File: src/design/a85_pkg.sv
// shared types, constants and helper function of the ascii85 string decoder
// no dependencies
`default_nettype none

package a85_pkg;

  localparam int QUEUE_DEPTH_DEF = 4;

  localparam logic [1:0] KIND_DATA = 2'd0;
  localparam logic [1:0] KIND_END  = 2'd1;
  localparam logic [1:0] KIND_ERR  = 2'd2;

  localparam logic [7:0] CH_FIRST = 8'h21;
  localparam logic [7:0] CH_LAST  = 8'h75;
  localparam logic [7:0] CH_ZERO  = 8'h7a;
  localparam logic [7:0] CH_TILDE = 8'h7e;
  localparam logic [7:0] CH_GT    = 8'h3e;

  localparam logic [31:0] RADIX = 32'd85;

  typedef enum logic [1:0] {
    TAIL_NONE = 2'd0,
    TAIL_END  = 2'd1,
    TAIL_ERR  = 2'd2
  } tail_t;

  // one queued job: nbytes data bytes of value, msb first, then the tail result unless tail is TAIL_NONE
  typedef struct packed {
    logic [31:0] value;
    logic [2:0]  nbytes;
    tail_t       tail;
  } entry_t;

  // 85 ** (5 - cnt) for the padding of a partial group
  function automatic logic [19:0] pad_mul(input logic [2:0] cnt);
    logic [19:0] m;
    begin
      unique case (cnt)
        3'd2:    m = 20'd614125;
        3'd3:    m = 20'd7225;
        3'd4:    m = 20'd85;
        default: m = 20'd1;
      endcase
      return m;
    end
  endfunction

endpackage

`default_nettype wire

File: src/design/a85_front.sv
// front end: accepts input bytes, keeps the group accumulator and builds jobs
// depends on a85_pkg
`default_nettype none

module a85_front
  import a85_pkg::*;
(
  input  wire logic       clk,
  input  wire logic       rst_n,
  input  wire logic       acc_en,
  input  wire logic [7:0] in_byte,
  output logic            push,
  output entry_t          push_entry
);

  logic [31:0] group_r, group_nxt;
  logic [2:0]  cnt_r, cnt_nxt;
  logic        tilde_r, tilde_nxt;

  logic [31:0] acc_val;
  logic [31:0] pad_val;
  logic [19:0] pmul;
  logic [6:0]  digit;

  always_comb begin
    digit   = 7'(in_byte - CH_FIRST);
    acc_val = group_r * RADIX + {25'd0, digit};
    pmul    = pad_mul(cnt_r);
    pad_val = group_r * {12'd0, pmul} + {12'd0, pmul} - 32'd1;
  end

  always_comb begin
    group_nxt         = group_r;
    cnt_nxt           = cnt_r;
    tilde_nxt         = tilde_r;
    push              = 1'b0;
    push_entry.value  = 32'd0;
    push_entry.nbytes = 3'd0;
    push_entry.tail   = TAIL_ERR;
    if (acc_en) begin
      if (tilde_r) begin
        push      = 1'b1;
        group_nxt = 32'd0;
        cnt_nxt   = 3'd0;
        tilde_nxt = 1'b0;
        if (in_byte == CH_GT && cnt_r != 3'd1) begin
          push_entry.tail = TAIL_END;
          if (cnt_r >= 3'd2) begin
            push_entry.value  = pad_val;
            push_entry.nbytes = cnt_r - 3'd1;
          end
        end
      end else if (in_byte == CH_TILDE) begin
        tilde_nxt = 1'b1;
      end else if (in_byte == CH_ZERO) begin
        push = 1'b1;
        if (cnt_r == 3'd0) begin
          push_entry.nbytes = 3'd4;
          push_entry.tail   = TAIL_NONE;
        end else begin
          group_nxt = 32'd0;
          cnt_nxt   = 3'd0;
        end
      end else if (in_byte < CH_FIRST || in_byte > CH_LAST) begin
        push      = 1'b1;
        group_nxt = 32'd0;
        cnt_nxt   = 3'd0;
      end else if (cnt_r == 3'd4) begin
        push              = 1'b1;
        push_entry.value  = acc_val;
        push_entry.nbytes = 3'd4;
        push_entry.tail   = TAIL_NONE;
        group_nxt         = 32'd0;
        cnt_nxt           = 3'd0;
      end else begin
        group_nxt = acc_val;
        cnt_nxt   = cnt_r + 3'd1;
      end
    end
  end

  always_ff @(posedge clk) begin
    if (!rst_n) begin
      group_r <= 32'd0;
      cnt_r   <= 3'd0;
      tilde_r <= 1'b0;
    end else begin
      group_r <= group_nxt;
      cnt_r   <= cnt_nxt;
      tilde_r <= tilde_nxt;
    end
  end

endmodule

`default_nettype wire

File: src/design/a85_fifo.sv
// short job queue between the front end and the output sequencer
// depends on a85_pkg
`default_nettype none

module a85_fifo
  import a85_pkg::*;
#(
  parameter int DEPTH = QUEUE_DEPTH_DEF
) (
  input  wire logic   clk,
  input  wire logic   rst_n,
  input  wire logic   push,
  input  wire entry_t push_entry,
  input  wire logic   pop,
  output logic        full,
  output logic        head_valid,
  output entry_t      head
);

  localparam int PW = (DEPTH > 1) ? $clog2(DEPTH) : 1;
  localparam int CW = $clog2(DEPTH + 1);
  localparam logic [PW-1:0] PTR_MAX = PW'(DEPTH - 1);
  localparam logic [CW-1:0] CNT_MAX = CW'(DEPTH);

  entry_t          slots_r [DEPTH];
  logic [PW-1:0]   wr_r, wr_nxt, rd_r, rd_nxt;
  logic [CW-1:0]   cnt_r, cnt_nxt;

  assign full       = (cnt_r == CNT_MAX);
  assign head_valid = (cnt_r != '0);
  assign head       = slots_r[rd_r];

  always_comb begin
    wr_nxt  = wr_r;
    rd_nxt  = rd_r;
    cnt_nxt = cnt_r;
    if (push) begin
      wr_nxt = (wr_r == PTR_MAX) ? '0 : wr_r + 1'b1;
    end
    if (pop) begin
      rd_nxt = (rd_r == PTR_MAX) ? '0 : rd_r + 1'b1;
    end
    if (push && !pop) begin
      cnt_nxt = cnt_r + 1'b1;
    end else if (pop && !push) begin
      cnt_nxt = cnt_r - 1'b1;
    end
  end

  always_ff @(posedge clk) begin
    if (push) begin
      slots_r[wr_r] <= push_entry;
    end
  end

  always_ff @(posedge clk) begin
    if (!rst_n) begin
      wr_r  <= '0;
      rd_r  <= '0;
      cnt_r <= '0;
    end else begin
      wr_r  <= wr_nxt;
      rd_r  <= rd_nxt;
      cnt_r <= cnt_nxt;
    end
  end

endmodule

`default_nettype wire

File: src/design/a85_back.sv
// output sequencer: expands queued jobs into result items through an output register
// depends on a85_pkg
`default_nettype none

module a85_back
  import a85_pkg::*;
(
  input  wire logic   clk,
  input  wire logic   rst_n,
  input  wire logic   head_valid,
  input  wire entry_t head,
  output logic        pop,
  output logic        out_valid,
  input  wire logic   out_stall,
  output logic [1:0]  out_kind,
  output logic [7:0]  out_byte,
  output logic        out_last
);

  logic [2:0] idx_r, idx_nxt;
  logic       valid_r, valid_nxt;
  logic [1:0] kind_r;
  logic [7:0] byte_r;
  logic       last_r;

  logic       load;
  logic [1:0] res_kind;
  logic [7:0] res_byte;
  logic       res_last;

  always_comb begin
    res_kind = KIND_DATA;
    res_byte = 8'd0;
    res_last = 1'b1;
    if (idx_r < head.nbytes) begin
      case (idx_r[1:0])
        2'd0:    res_byte = head.value[31:24];
        2'd1:    res_byte = head.value[23:16];
        2'd2:    res_byte = head.value[15:8];
        default: res_byte = head.value[7:0];
      endcase
      res_last = (idx_r == head.nbytes - 3'd1) && (head.tail == TAIL_NONE);
    end else begin
      res_kind = (head.tail == TAIL_END) ? KIND_END : KIND_ERR;
    end
  end

  always_comb begin
    load      = head_valid && (!valid_r || !out_stall);
    pop       = load && res_last;
    idx_nxt   = idx_r;
    valid_nxt = valid_r;
    if (load) begin
      idx_nxt   = res_last ? 3'd0 : idx_r + 3'd1;
      valid_nxt = 1'b1;
    end else if (!out_stall) begin
      valid_nxt = 1'b0;
    end
  end

  always_ff @(posedge clk) begin
    if (load) begin
      kind_r <= res_kind;
      byte_r <= res_byte;
      last_r <= res_last;
    end
  end

  always_ff @(posedge clk) begin
    if (!rst_n) begin
      idx_r   <= 3'd0;
      valid_r <= 1'b0;
    end else begin
      idx_r   <= idx_nxt;
      valid_r <= valid_nxt;
    end
  end

  assign out_valid = valid_r;
  assign out_kind  = kind_r;
  assign out_byte  = byte_r;
  assign out_last  = last_r;

endmodule

`default_nettype wire

File: src/design/ascii85_string_decoder.sv
// top level of the ascii85 string decoder
// depends on a85_pkg, a85_front, a85_fifo, a85_back
`default_nettype none

// Decodes an ascii85 string body one byte per cycle. The front end takes an
// item in every cycle while the job queue has room; it does the base-85
// accumulate (and the padding multiply on '~>') in that same cycle and queues
// a job. The output sequencer sends one result item per cycle while out_stall
// is low, from a registered output; a steady run of five-digit groups
// sustains one input item per cycle when the output is not stalled, and
// bursts of 'z' (four results each) are held back by the QUEUE_DEPTH-entry
// queue, after which input is taken only as the sequencer frees queue entries.
// A result reaches the output through the queue and then the output register. No clearing pass.

module ascii85_string_decoder
  import a85_pkg::*;
#(
  parameter int QUEUE_DEPTH = QUEUE_DEPTH_DEF
) (
  input  wire logic       clk,
  input  wire logic       rst_n,
  input  wire logic       in_valid,
  output logic            in_stall,
  input  wire logic [7:0] in_byte,
  output logic            out_valid,
  input  wire logic       out_stall,
  output logic [1:0]      out_kind,
  output logic [7:0]      out_byte,
  output logic            out_last
);

  logic   full;
  logic   acc_en;
  logic   push;
  logic   pop;
  logic   head_valid;
  entry_t push_entry;
  entry_t head;

  assign in_stall = full;
  assign acc_en   = in_valid && !full;

  a85_front u_front (
    .clk        (clk),
    .rst_n      (rst_n),
    .acc_en     (acc_en),
    .in_byte    (in_byte),
    .push       (push),
    .push_entry (push_entry)
  );

  a85_fifo #(
    .DEPTH (QUEUE_DEPTH)
  ) u_fifo (
    .clk        (clk),
    .rst_n      (rst_n),
    .push       (push),
    .push_entry (push_entry),
    .pop        (pop),
    .full       (full),
    .head_valid (head_valid),
    .head       (head)
  );

  a85_back u_back (
    .clk        (clk),
    .rst_n      (rst_n),
    .head_valid (head_valid),
    .head       (head),
    .pop        (pop),
    .out_valid  (out_valid),
    .out_stall  (out_stall),
    .out_kind   (out_kind),
    .out_byte   (out_byte),
    .out_last   (out_last)
  );

endmodule

`default_nettype wire

File: config.mk
export PLATFORM = sky130hd
export DESIGN_NAME = ascii85_string_decoder
export DESIGN_NICKNAME = d
export VERILOG_FILES = /design/src/design/a85_pkg.sv /design/src/design/a85_front.sv /design/src/design/a85_fifo.sv /design/src/design/a85_back.sv /design/src/design/ascii85_string_decoder.sv
export SDC_FILE = /design/constraint.sdc
export NUM_CORES = 1
export LEC_CHECK = 0
export BUFFER_PORTS_ARGS = -buffer_cell sky130_fd_sc_hd__buf_2
export CAP_MARGIN = 20
export CORE_MARGIN = 4
export CORE_UTILIZATION = 30
export CTS_BUF_LIST = sky130_fd_sc_hd__clkbuf_8
export DETAILED_ROUTE_END_ITERATION = 12
export PLACE_DENSITY_LB_ADDON = 0.15
export SLEW_MARGIN = 20
export SYNTH_ARGS = -nofsm -noshare
export SYNTH_HDL_FRONTEND = slang
export SYNTH_SLANG_ARGS = --single-unit
File: constraint.sdc
create_clock -name clk -period 8.24 [get_ports clk]
set_input_delay 0 -clock clk [delete_from_list [all_inputs] [get_ports clk]]
set_output_delay 0 -clock clk [all_outputs]
set_load 0.02 [all_outputs]
==> results of run 1 <==
==> what timing repair did <==
action | CTS | global route
setup endpoints to repair | 0 | 48
setup buffers | 0 | 6
hold buffers | 3 | 0
resized for setup | 0 | 34
hold endpoints to repair | 23 | 0
==> path summary, 6_finish.rpt <==
| path | to | slack (ps) | depth (start not counted) |
|---|---|---|---|
| max | u_fifo.slots_r[0][34]$_DFFE_PP_ | 290 | 31 |
| min | u_front.group_r[0]$_SDFFE_PN0P_ | 50 | 5 |
| max reg2reg | u_fifo.slots_r[0][34]$_DFFE_PP_ | 290 | 31 |
| min reg2reg | u_back.out_valid$_SDFFE_PN0P_ | 480 | 2 |
==> logic make-up (layout without fill, tap and decap cells) <==
| group | count (synthesis) | count (layout) | share of synthesized area |
|---|---|---|---|
| AO/OA/AOI/OAI | 263 | 263 | 0.0795 |
| XOR/XNOR | 105 | 105 | 0.0403 |
| adder cells (fa/ha/maj) | 588 | 588 | 0.423 |
| buffers and inverters | 563 | 674 | 0.0930 |
| flip-flops | 208 | 208 | 0.252 |
| multiplexers | 43 | 43 | 0.0391 |
| AND/OR/NAND/NOR | 355 | 355 | 0.0728 |
==> where the power goes <==
part / total, mW / internal (mW) / switching, mW
sequential: 1.31 / 1.26 / 0.0539
combinational: 0.926 / 0.360 / 0.565
clock: 0.902 / 0.463 / 0.439
==> metrics by stage <==
| stage | setup slack (ps) | hold WS, ps | util | power, mW | instances |
|---|---|---|---|---|---|
| final | 292 | 48.1 | 0.338 | 3.14 | 3205 |
| after global routing | -50.2 | 56.7 | 0.338 | 3.35 | 3205 |
| after CTS | 13.7 | 5.26 | 0.336 | 3.20 | 3199 |
| after detailed placement | 75.0 | 280 | 0.327 | 2.28 | 3133 |
| after global placement | 317 | 272 | 0.327 | 2.27 | 3133 |
| after floorplan | 160 | 145 | - | 1.98 | 2125 |
==> cell usage after synthesis, types with 3 or more instances <==
master | n | area share
sky130_fd_sc_hd__nor3_1 | 15 | 0.0033
sky130_fd_sc_hd__xor2_1 | 31 | 0.012
sky130_fd_sc_hd__a32o_1 | 4 | 0.0018
sky130_fd_sc_hd__or3_1 | 4 | 0.0011
sky130_fd_sc_hd__clkbuf_1 | 40 | 0.0066
sky130_fd_sc_hd__nor4_1 | 3 | 0.00082
sky130_fd_sc_hd__o21ai_0 | 34 | 0.0074
sky130_fd_sc_hd__xnor2_1 | 74 | 0.028
sky130_fd_sc_hd__and2_1 | 51 | 0.014
sky130_fd_sc_hd__a211oi_1 | 8 | 0.0026
sky130_fd_sc_hd__nor2_1 | 125 | 0.021
sky130_fd_sc_hd__ha_1 | 280 | 0.15
sky130_fd_sc_hd__nand2_1 | 92 | 0.015
sky130_fd_sc_hd__o21a_1 | 10 | 0.0033
sky130_fd_sc_hd__buf_2 | 7 | 0.0015
sky130_fd_sc_hd__a31oi_1 | 4 | 0.0011
sky130_fd_sc_hd__fa_1 | 308 | 0.27
sky130_fd_sc_hd__and3_1 | 9 | 0.0025
sky130_fd_sc_hd__nand2b_1 | 13 | 0.0036
sky130_fd_sc_hd__o21ai_1 | 3 | 0.00066
sky130_fd_sc_hd__nor2b_1 | 15 | 0.0041
sky130_fd_sc_hd__a21o_1 | 23 | 0.0076
sky130_fd_sc_hd__a21oi_1 | 69 | 0.015
sky130_fd_sc_hd__dfxtp_1 | 49 | 0.043
sky130_fd_sc_hd__o211ai_1 | 5 | 0.0016
sky130_fd_sc_hd__nand4_1 | 4 | 0.0011
sky130_fd_sc_hd__a22oi_1 | 52 | 0.017
sky130_fd_sc_hd__nand3_1 | 13 | 0.0028
sky130_fd_sc_hd__mux2i_1 | 6 | 0.0026
sky130_fd_sc_hd__o21bai_1 | 7 | 0.0023
sky130_fd_sc_hd__a21boi_0 | 3 | 0.00099
sky130_fd_sc_hd__edfxtp_1 | 159 | 0.21
sky130_fd_sc_hd__inv_1 | 512 | 0.084
sky130_fd_sc_hd__mux4_2 | 37 | 0.036
==> per-layer routing <==
| layer | vias to the layer above | wire [um] | share of wire | GRT usage |
|---|---|---|---|---|
| li1 | 7054 | - | - | - |
| met1 | 7640 | 30100 | 0.47 | 0.228 |
| met2 | 246 | 31100 | 0.49 | 0.274 |
| met3 | 54 | 1920 | 0.030 | 0.0151 |
| met4 | 0 | 934 | 0.015 | 0.0265 |
| met5 | - | 0 | 0 | 0 |
==> state kept, by name, summed over array words and instances, names as in the netlist, named ones only <==
name and flops:
u_fifo.cnt_r 3, u_fifo.slots_r 148, u_front.group_r 32, u_back.out_kind 2
u_fifo.wr_r 2, u_back.out_last 1, u_back.out_byte 8, u_back.out_valid 1
u_front.tilde_r 1, u_front.cnt_r 3, u_fifo.rd_r 2, u_back.idx_r 3
==> cell type report <==
class	count	area, sq um
clock buffers	38	523
clock inverters	25	145
fillers	7598	49600
inverters	512	1920
multi-input cells	1354	15100
flip-flops and latches	208	5760
well taps	969	1210
repair buffers	99	706
==> tightest hold or removal path: cells and delay by family <==
kind / cells / cell delay (ps)
AO/OA/AOI/OAI: 1 / 80
buffers and inverters: 2 / 220
AND/OR/NAND/NOR: 1 / 80
adder cells (fa/ha/maj): 1 / 180
==> impl_results.md, run 1 <==
* Number of distinct library cell variants in the gate-level netlist after synthesis at 72
* Origin of the worst setup path: u_front.cnt_r[1]$_SDFFE_PN0P_
* Remaining Overflow, GRT at 0
* Inserted Diodes at 0
* Synthesis Warnings at 0
* Gate family responsible for the most delay along the worst path: adder cells
* Clock latency at the later pin of the worst-skew pair at 560 ps
* Max_cap viols at 0
* Initial antenna violation count at 0
* Outcome: finished clean
* Total of flip-flops plus latches after synthesis at 208
* Setup violation total in the final timing report at 0
* Cell at the slowest stage of the critical path: sky130_fd_sc_hd__fa_1
* Syn_nets at 2,725
* Number of placed I/O pins at 25
* Clock transition at the register clock pins on the worst setup and hold paths after CTS at 60 ps
* VDD IR-drop max at 0.0000918 V
* Synthesis-to-layout area growth at 11.0%
* Post-synth top flop: sky130_fd_sc_hd__edfxtp_1
* Fin. Hold Viols at 0
* Fraction of final layout cells sized beyond drive strength 1 at 0.105
* Arrival time worst endpoint at 8200 ps
* Final period utilization at 0.965
* Initial Util at 0.305
* Startpoint of the lowest-slack register-to-register path: u_front.cnt_r[1]$_SDFFE_PN0P_
* Class of the tightest hold or removal check: input pin to register
* Worst path required time at 8490 ps
* Worst-path fanout max at 6
* Global-route wire length before repair at 101,000 um
* Power per standard cell area at 124 mW/mm^2
* Maximum level of the CTS H-tree at 2
* Number of buffers added by the clock tree synthesis step at 37
* Die H at 284 um
* First-iteration detailed-routing DRC count at 760
* Average via count per standard cell at 4.68
* Clock tree sinks at 208
* Biggest cell delay along the critical path at 530 ps
* Iteration count of the initial detailed-routing pass at 6
* TritonCTS clock tree: built
* Clock tree buffer depth at 3
* Most repeated library cell on the critical path: sky130_fd_sc_hd__fa_1
* Number of slew-limit violations in the final report at 0
* Site Rows at 100
* Mapped cell area at 0.0228 sq mm
* Mean routed wirelength per cell at 20.0 um
* Share of synthesized registers carrying an async set or reset at 0
* Synthesized area divided by synthesized cell count at 10.7 sq um
* Detail Route Antenna Nets at 0
* Count of buffers inserted at the top-level ports at 24
* Chip Width at 284 um
* Final RePlAce weighted congestion at 0.900
* Hold wc startpoint: in_byte[0]
* Final critical delay including setup and external delays at 7950 ps
* Buffering stage count on the worst path with inverters included at 8
* Leading cell type in the layout, fill and taps excluded: sky130_fd_sc_hd__inv_1
* Normalized max-slew margin at 0.385
* Pin count of the biggest net entering global routing at 38
* Core ar. at 0.0749 sq mm
* Post-detailed-routing wire length at 64,100 um
* Post-Syn Instances at 2,125
* Slew at the pin closest to its max-slew limit at 922 ps
* Post-route DRC at 0
* Startpoint type of the worst setup path: register
* Crit end category: register
* Floorplan die area at 0.0806 sq mm
* NumNets Final at 2,812
* Most frequent cells in the layout: 521 x sky130_fd_sc_hd__inv_1, 308 x sky130_fd_sc_hd__fa_1, 278 x sky130_fd_sc_hd__ha_1
* Kind of critical path: register to register
* Aggregate negative setup slack at 0 ps
* Static leakage at 12.2 nW
* Routed vias at 15,000
* Vias in the first global route at 16,400
* Area of placed instances at 0.0245 sq mm
* Detailed-placement wirelength estimate at 52,200 um
* Highest clock rate at 126 MHz
* Share of synthesized area occupied by flip-flops and latches at 0.252
* Fin Clk Skew at 49.2 ps
* Finished Cell Area at 0.0254 sq mm
* Total routing resource utilization after global routing at 0.161
* Clock root buffer master: sky130_fd_sc_hd__clkbuf_8
* Number of enable flip-flop cells after synthesis at 159
(Power assumes the default switching activity.)
==> run 2, diff against run 1 <==
--- a/config.mk
+++ b/config.mk
@@ -7,7 +7,6 @@
 export LEC_CHECK = 0
 export BUFFER_PORTS_ARGS = -buffer_cell sky130_fd_sc_hd__buf_2
 export CAP_MARGIN = 20
-export CORE_MARGIN = 4
 export CORE_UTILIZATION = 30
 export CTS_BUF_LIST = sky130_fd_sc_hd__clkbuf_8
 export DETAILED_ROUTE_END_ITERATION = 12
==> impl_results.md, run 2 (synthesized netlist as in run 1, its figures left out) <==
* Net switching power at 1.07 mW
* Worst-path fanout max at 6
* Startpoint type of the worst setup path: register
* Cell at the slowest stage of the critical path: sky130_fd_sc_hd__fa_1
* Kind of critical path: register to register
* Vias in the first global route at 16,300
* Highest clock rate at 127 MHz
* Slew at the pin closest to its max-slew limit at 935 ps
* Average via count per standard cell at 4.67
* Synthesis-to-layout area growth at 10.8%
* Pin count of the biggest net entering global routing at 38
* Final critical delay including setup and external delays at 7890 ps
* Static leakage at 12.2 nW
* Final RePlAce weighted congestion at 0.866
* Part of the power in the clock network at 0.308
* Core ar. at 0.0749 sq mm
* Max FFs per register at 148
* Worst path required time at 8590 ps
* Outcome: finished clean
* Clock tree buffer depth at 3
* Number of fillers in the final layout at 7,586
* Mean routed wirelength per cell at 20.0 um
* Comb power frac at 0.287
* Clock tree sinks at 208
* Clock root buffer master: sky130_fd_sc_hd__clkbuf_8
* Least setup slack across all paths after layout at 353 ps
* Site Rows at 100
* Biggest cell delay along the critical path at 520 ps
* Register share of total power at 0.405
* Most flops, register: u_fifo.slots_r
* Count of buffers inserted at the top-level ports at 24
* TritonCTS clock tree: built
* Remaining Overflow, GRT at 0
* Normalized max-slew margin at 0.377
* Max_cap viols at 0
* Routed vias at 14,900
* Iteration count of the initial detailed-routing pass at 5
* Post-Place Setup Slack at -57.2 ps
* Most frequent cells in the layout: 516 x sky130_fd_sc_hd__inv_1, 308 x sky130_fd_sc_hd__fa_1, 280 x sky130_fd_sc_hd__ha_1
* Initial antenna violation count at 0
* Die H at 278 um
* Inserted Diodes at 0
* Number of placed I/O pins at 25
* Fin. Hold Viols at 0
* Aggregate negative setup slack at 0 ps
* Class of the tightest hold or removal check: input pin to register
* Setup violation total in the final timing report at 0
* Crit end category: register
* Floorplan die area at 0.0772 sq mm
* Post-route DRC at 0
* Power per standard cell area at 128 mW/mm^2
* Initial Util at 0.305
* First-iteration detailed-routing DRC count at 668
* Leading cell type in the layout, fill and taps excluded: sky130_fd_sc_hd__inv_1
* Global-route wire length before repair at 99,700 um
* Number of slew-limit violations in the final report at 0
* Fraction of final layout cells sized beyond drive strength 1 at 0.0947
* Clock latency at the later pin of the worst-skew pair at 560 ps
* Final core utilization at 0.338
* Detailed-placement wirelength estimate at 52,000 um
* Detail Route Antenna Nets at 0
* NumNets Final at 2,802
* Arrival time worst endpoint at 8240 ps
* Chip Width at 278 um
* Setup repair after global routing missed its margin: true
* Final period utilization at 0.957
* Cell-internal power at 2.17 mW
* Total routing resource utilization after global routing at 0.169
* Maximum level of the CTS H-tree at 2
* Number of buffers added by the clock tree synthesis step at 36
* Clock transition at the register clock pins on the worst setup and hold paths after CTS at 60 ps
* Fin Clk Skew at 31.8 ps
* VDD IR-drop max at 0.0000877 V
* Share of total power consumed by net switching at 0.331
* Post-detailed-routing wire length at 64,000 um
==> run 2: changes by cell type in the layout (fill, tap and decap cells not counted), sizes merged <==
cell / before / now
buf: 96 / 87
clkinv: 11 / 16
inv: 523 / 519
bufinv: 1 / 4
clkbuf: 38 / 37
clkinvlp: 2 / 1
==> run 2: through the flow <==
step	hold WS [ps]	cells	power [mW]	area, sq um
global route	72.6	3198	3.43	25300
detailed placement	278	3129	2.28	24500
global placement	276	3128	2.27	24500
floorplan	145	2125	1.98	22800
finish	64.4	3198	3.23	25300
CTS	11.4	3197	3.29	25200
==> run 2: timing repair <==
action                                  4_1_cts  5_1_grt
pin swaps                                     0        2
hold endpoints to repair                     23        0
setup buffers                                 0        1
gates resized for setup                       2       16
endpoints found under the setup margin       12       56
hold buffers                                  3        0
==> run 2: cell type report <==
cell class	instances	area, sq um	area share
tap	969	1210	0.0479
clock inverter	28	230	0.00910
inverter	512	1920	0.0759
clock buffer	37	509	0.0201
timing repair buffer	90	643	0.0254
multi-input combinational	1354	15000	0.594
sequential	208	5760	0.228
==> run 2: path summary, 6_finish.rpt <==
check | start | slack [ps] | endpoint | cells after the start
min | in_byte[0] | 60 | u_front.group_r[0]$_SDFFE_PN0P_ | 5
min reg2reg | u_back.out_valid$_SDFFE_PN0P_ | 490 | u_back.out_valid$_SDFFE_PN0P_ | 2
max | u_front.cnt_r[0]$_SDFFE_PN0P_ | 350 | u_fifo.slots_r[3][30]$_DFFE_PP_ | 31
max reg2reg | u_front.cnt_r[0]$_SDFFE_PN0P_ | 350 | u_fifo.slots_r[3][30]$_DFFE_PP_ | 31
==> run 2: power by group through the flow <==
stage                     clock network (mW)  logic [mW]  registers [mW]
after detailed placement                   0       0.943            1.34
final                                  0.996       0.928            1.31
after global placement                     0       0.939            1.33
after floorplan                            0       0.621            1.36
after CTS                               1.03       0.951            1.31
after global routing                    1.07        1.04            1.32
==> run 2: worst max-delay path: cells and delay by family, from the launching register on <==
kind            cells  cell delay (ps)
flops               1              400
buf+inv             9              740
simple gates        4              690
xor+xnor            1              260
compound gates      8             1510
fa+ha+maj           9             4110
==> run 2: metal layers <==
layer,part of all wire,track usage,vias up
met5,0,0,-
met1,0.48,0.238,7628
met3,0.027,0.0141,63
li1,-,-,7023
met4,0.016,0.0317,0
met2,0.48,0.285,229
==> run 3, diff against run 2 <==
--- a/config.mk
+++ b/config.mk
@@ -11,7 +11,9 @@
 export CTS_BUF_LIST = sky130_fd_sc_hd__clkbuf_8
 export DETAILED_ROUTE_END_ITERATION = 12
 export PLACE_DENSITY_LB_ADDON = 0.15
+export SKIP_LAST_GASP = 1
 export SLEW_MARGIN = 20
 export SYNTH_ARGS = -nofsm -noshare
 export SYNTH_HDL_FRONTEND = slang
+export SYNTH_HIERARCHICAL = 1
 export SYNTH_SLANG_ARGS = --single-unit
==> impl_results.md, run 3 <==
* Outcome: finished clean
* Register share of total power at 0.395
* Total setup buffers inserted after CTS at 0
* Number of fillers in the final layout at 7,705
* Most frequent cells in the layout: 556 x sky130_fd_sc_hd__inv_1, 312 x sky130_fd_sc_hd__fa_1, 282 x sky130_fd_sc_hd__ha_1
* Total power draw at 3.25 mW
* Detail Route Antenna Nets at 0
* Least setup slack across all paths after layout at 372 ps
* Share of total power consumed by net switching at 0.332
* Most area-hungry cell type in the Yosys netlist: sky130_fd_sc_hd__fa_1
* Fraction of final layout cells sized beyond drive strength 1 at 0.0936
* Final RePlAce weighted congestion at 0.843
* Average via count per standard cell at 4.54
* Final core utilization at 0.337
* Max FFs per register at 148
* Global-route wire length before repair at 100,000 um
* Total of flip-flops plus latches after synthesis at 208
* Count of buffers inserted at the top-level ports at 24
* Number of buffers added by the clock tree synthesis step at 37
* Post-detailed-routing wire length at 64,000 um
* Iteration count of the initial detailed-routing pass at 5
* Clock tree sinks at 208
* Site Rows at 101
* Mean routed wirelength per cell at 19.6 um
* Most repeated library cell on the critical path: sky130_fd_sc_hd__fa_1
* Crit end category: register
* Gate family responsible for the most delay along the worst path: adder cells
* Worst path required time at 8510 ps
* Final critical delay including setup and external delays at 7870 ps
* Number of slew-limit violations in the final report at 0
* Clock root buffer master: sky130_fd_sc_hd__clkbuf_8
* Biggest cell delay along the critical path at 560 ps
* Clock tree buffer depth at 3
* Slew at the pin closest to its max-slew limit at 836 ps
* Total routing resource utilization after global routing at 0.170
* Arrival time worst endpoint at 8130 ps
* Post-route DRC at 0
* Initial antenna violation count at 0
* Power per standard cell area at 127 mW/mm^2
* TritonCTS clock tree: built
* Post-Place Setup Slack at 210 ps
* Cell at the slowest stage of the critical path: sky130_fd_sc_hd__fa_1
* Setup violation total in the final timing report at 0
* Synthesis-to-layout area growth at 11.1%
* Floorplan die area at 0.0779 sq mm
* Comb power frac at 0.289
* Synthesized area divided by synthesized cell count at 10.9 sq um
* Kind of critical path: register to register
* Number of distinct library cell variants in the gate-level netlist after synthesis at 78
* Hold slack final at 83.9 ps
* Pin count of the biggest net entering global routing at 59
* Number of placed I/O pins at 25
* NumNets Final at 2,810
* Fin. Hold Viols at 0
* Part of the power in the clock network at 0.316
* Startpoint type of the worst setup path: register
* Worst-path fanout max at 9
* Final standard cell count with taps included and fillers excluded at 3,265
* Highest clock rate at 127 MHz
* Most flops, register: u_fifo/slots_r
* Die H at 279 um
* Static leakage at 12.2 nW
* Cell with the most instances after synthesis: sky130_fd_sc_hd__inv_1
* Post-Syn Instances at 2,120
* Class of the tightest hold or removal check: input pin to register
* Maximum level of the CTS H-tree at 2
* Post-synth top flop: sky130_fd_sc_hd__edfxtp_1
* DP Cell Count at 3,193
* Number of enable flip-flop cells after synthesis at 159
* Share of synthesized area occupied by flip-flops and latches at 0.250
* Syn_nets at 2,726
* Ranking of synthesized cells by area: sky130_fd_sc_hd__fa_1 27%, sky130_fd_sc_hd__edfxtp_1 21%, sky130_fd_sc_hd__ha_1 15%, sky130_fd_sc_hd__inv_1 9.0%, sky130_fd_sc_hd__dfxtp_1 4.3%
* Leading cell type in the layout, fill and taps excluded: sky130_fd_sc_hd__inv_1
* Finished Cell Area at 0.0256 sq mm
* Top cell type's share of synthesized area at 0.271
* Vias in the first global route at 16,300
* Synthesis Warnings at 6
* Share of synthesized registers carrying an async set or reset at 0
* Remaining Overflow, GRT at 0
* Fin Clk Skew at 52.8 ps
* Net switching power at 1.08 mW
* Max_cap viols at 0
* VDD IR-drop max at 0.0000839 V
* Chip Width at 279 um
* Post-synth top cells: 549 x sky130_fd_sc_hd__inv_1, 312 x sky130_fd_sc_hd__fa_1, 282 x sky130_fd_sc_hd__ha_1
* Detailed-placement wirelength estimate at 52,200 um
* Final period utilization at 0.955
* Core ar. at 0.0759 sq mm
* Mapped cell area at 0.0230 sq mm
* Clock transition at the register clock pins on the worst setup and hold paths after CTS at 70 ps
* Initial Util at 0.303
* Aggregate negative setup slack at 0 ps
* First-iteration detailed-routing DRC count at 704
* Cell-internal power at 2.17 mW
* Setup repair after global routing missed its margin: false
* Area of placed instances at 0.0247 sq mm
* Normalized max-slew margin at 0.438
* Routed vias at 14,800
* Clock latency at the later pin of the worst-skew pair at 560 ps
* Buffering stage count on the worst path with inverters included at 8
-- run 3: cell count changes after synthesis, sizes merged, moves of 10 or more --
| cell | change |
|---|---|
| nand3 | +10 |
| and2 | -19 |
| nand2 | +21 |
| nor2 | -69 |
| nor2b | +36 |
| a21boi | +10 |
| a21oi | -17 |
| xnor2 | -18 |
| a22oi | -18 |
| inv | +37 |
-- run 3: kinds of logic (layout without fill, tap and decap cells) --
logic type,after synthesis,in the layout,synth area share
DFF,208,208,0.250
other,0,2,0
muxes,43,43,0.0399
AOI/OAI and AO/OA,245,245,0.0745
and+or+nand+nor,341,341,0.0753
buffers and inverters,597,710,0.100
adders and majority gates,594,594,0.425
xor gates and xnor gates,92,92,0.0356
-- run 3: what timing repair did --
action	in CTS	in global routing
setup endpoints to repair	0	37
endpoints found under the hold margin	5	0
hold buffers	2	0
gates resized for setup	0	13
-- run 3: path summary, 6_finish.rpt --
| kind | start | endpoint | slack (ps) | depth (start not counted) |
|---|---|---|---|---|
| max | u_front/cnt_r[0]$_SDFFE_PN0P_ | u_fifo/slots_r[2][35]$_DFFE_PP_ | 370 | 28 |
| min reg2reg | u_fifo/cnt_r[2]$_SDFFE_PN0P_ | u_fifo/cnt_r[2]$_SDFFE_PN0P_ | 510 | 2 |
| max reg2reg | u_front/cnt_r[0]$_SDFFE_PN0P_ | u_fifo/slots_r[2][35]$_DFFE_PP_ | 370 | 28 |
| min | in_byte[0] | u_front/group_r[0]$_SDFFE_PN0P_ | 80 | 5 |
-- run 3: worst register-to-register path: cells and delay by family (launching register included) --
kind	cells	cell delay, ps
adder cells (fa/ha/maj)	10	4190
AO/OA/AOI/OAI	8	1820
buffers and inverters	8	800
flip-flops	1	400
XOR/XNOR	1	220
AND/OR/NAND/NOR	1	160
-- run 3: power groups by stage --
| stage | Sequential (mW) | Combinational, mW | Clock (mW) |
|---|---|---|---|
| 3_5_place_dp | 1.31 | 0.953 | 0 |
| 4_1_cts | 1.29 | 0.960 | 1.07 |
| 5_1_grt | 1.30 | 1.04 | 1.11 |
| 6_report | 1.29 | 0.939 | 1.03 |
| 2_1_floorplan | 1.34 | 0.645 | 0 |
| 3_3_place_gp | 1.31 | 0.953 | 0 |
-- run 3: per-layer routing --
layer,GRT usage,part of all wire,up-vias
met5,0,0,-
met4,0.0324,0.016,0
met3,0.0161,0.030,57
met2,0.285,0.47,228
met1,0.240,0.48,7526
li1,-,-,7019
-- run 3: area by class of cell --
type	count	area, sq um	share of cell area
Sequential cell	208	5760	0.225
Antenna cell	2	5.00	0.000196
Clock inverter	30	263	0.0103
Inverter	550	2060	0.0807
Tap cell	1030	1290	0.0504
Multi-Input combinational cell	1315	15000	0.587
Timing Repair Buffer	92	652	0.0255
Clock buffer	38	523	0.0204
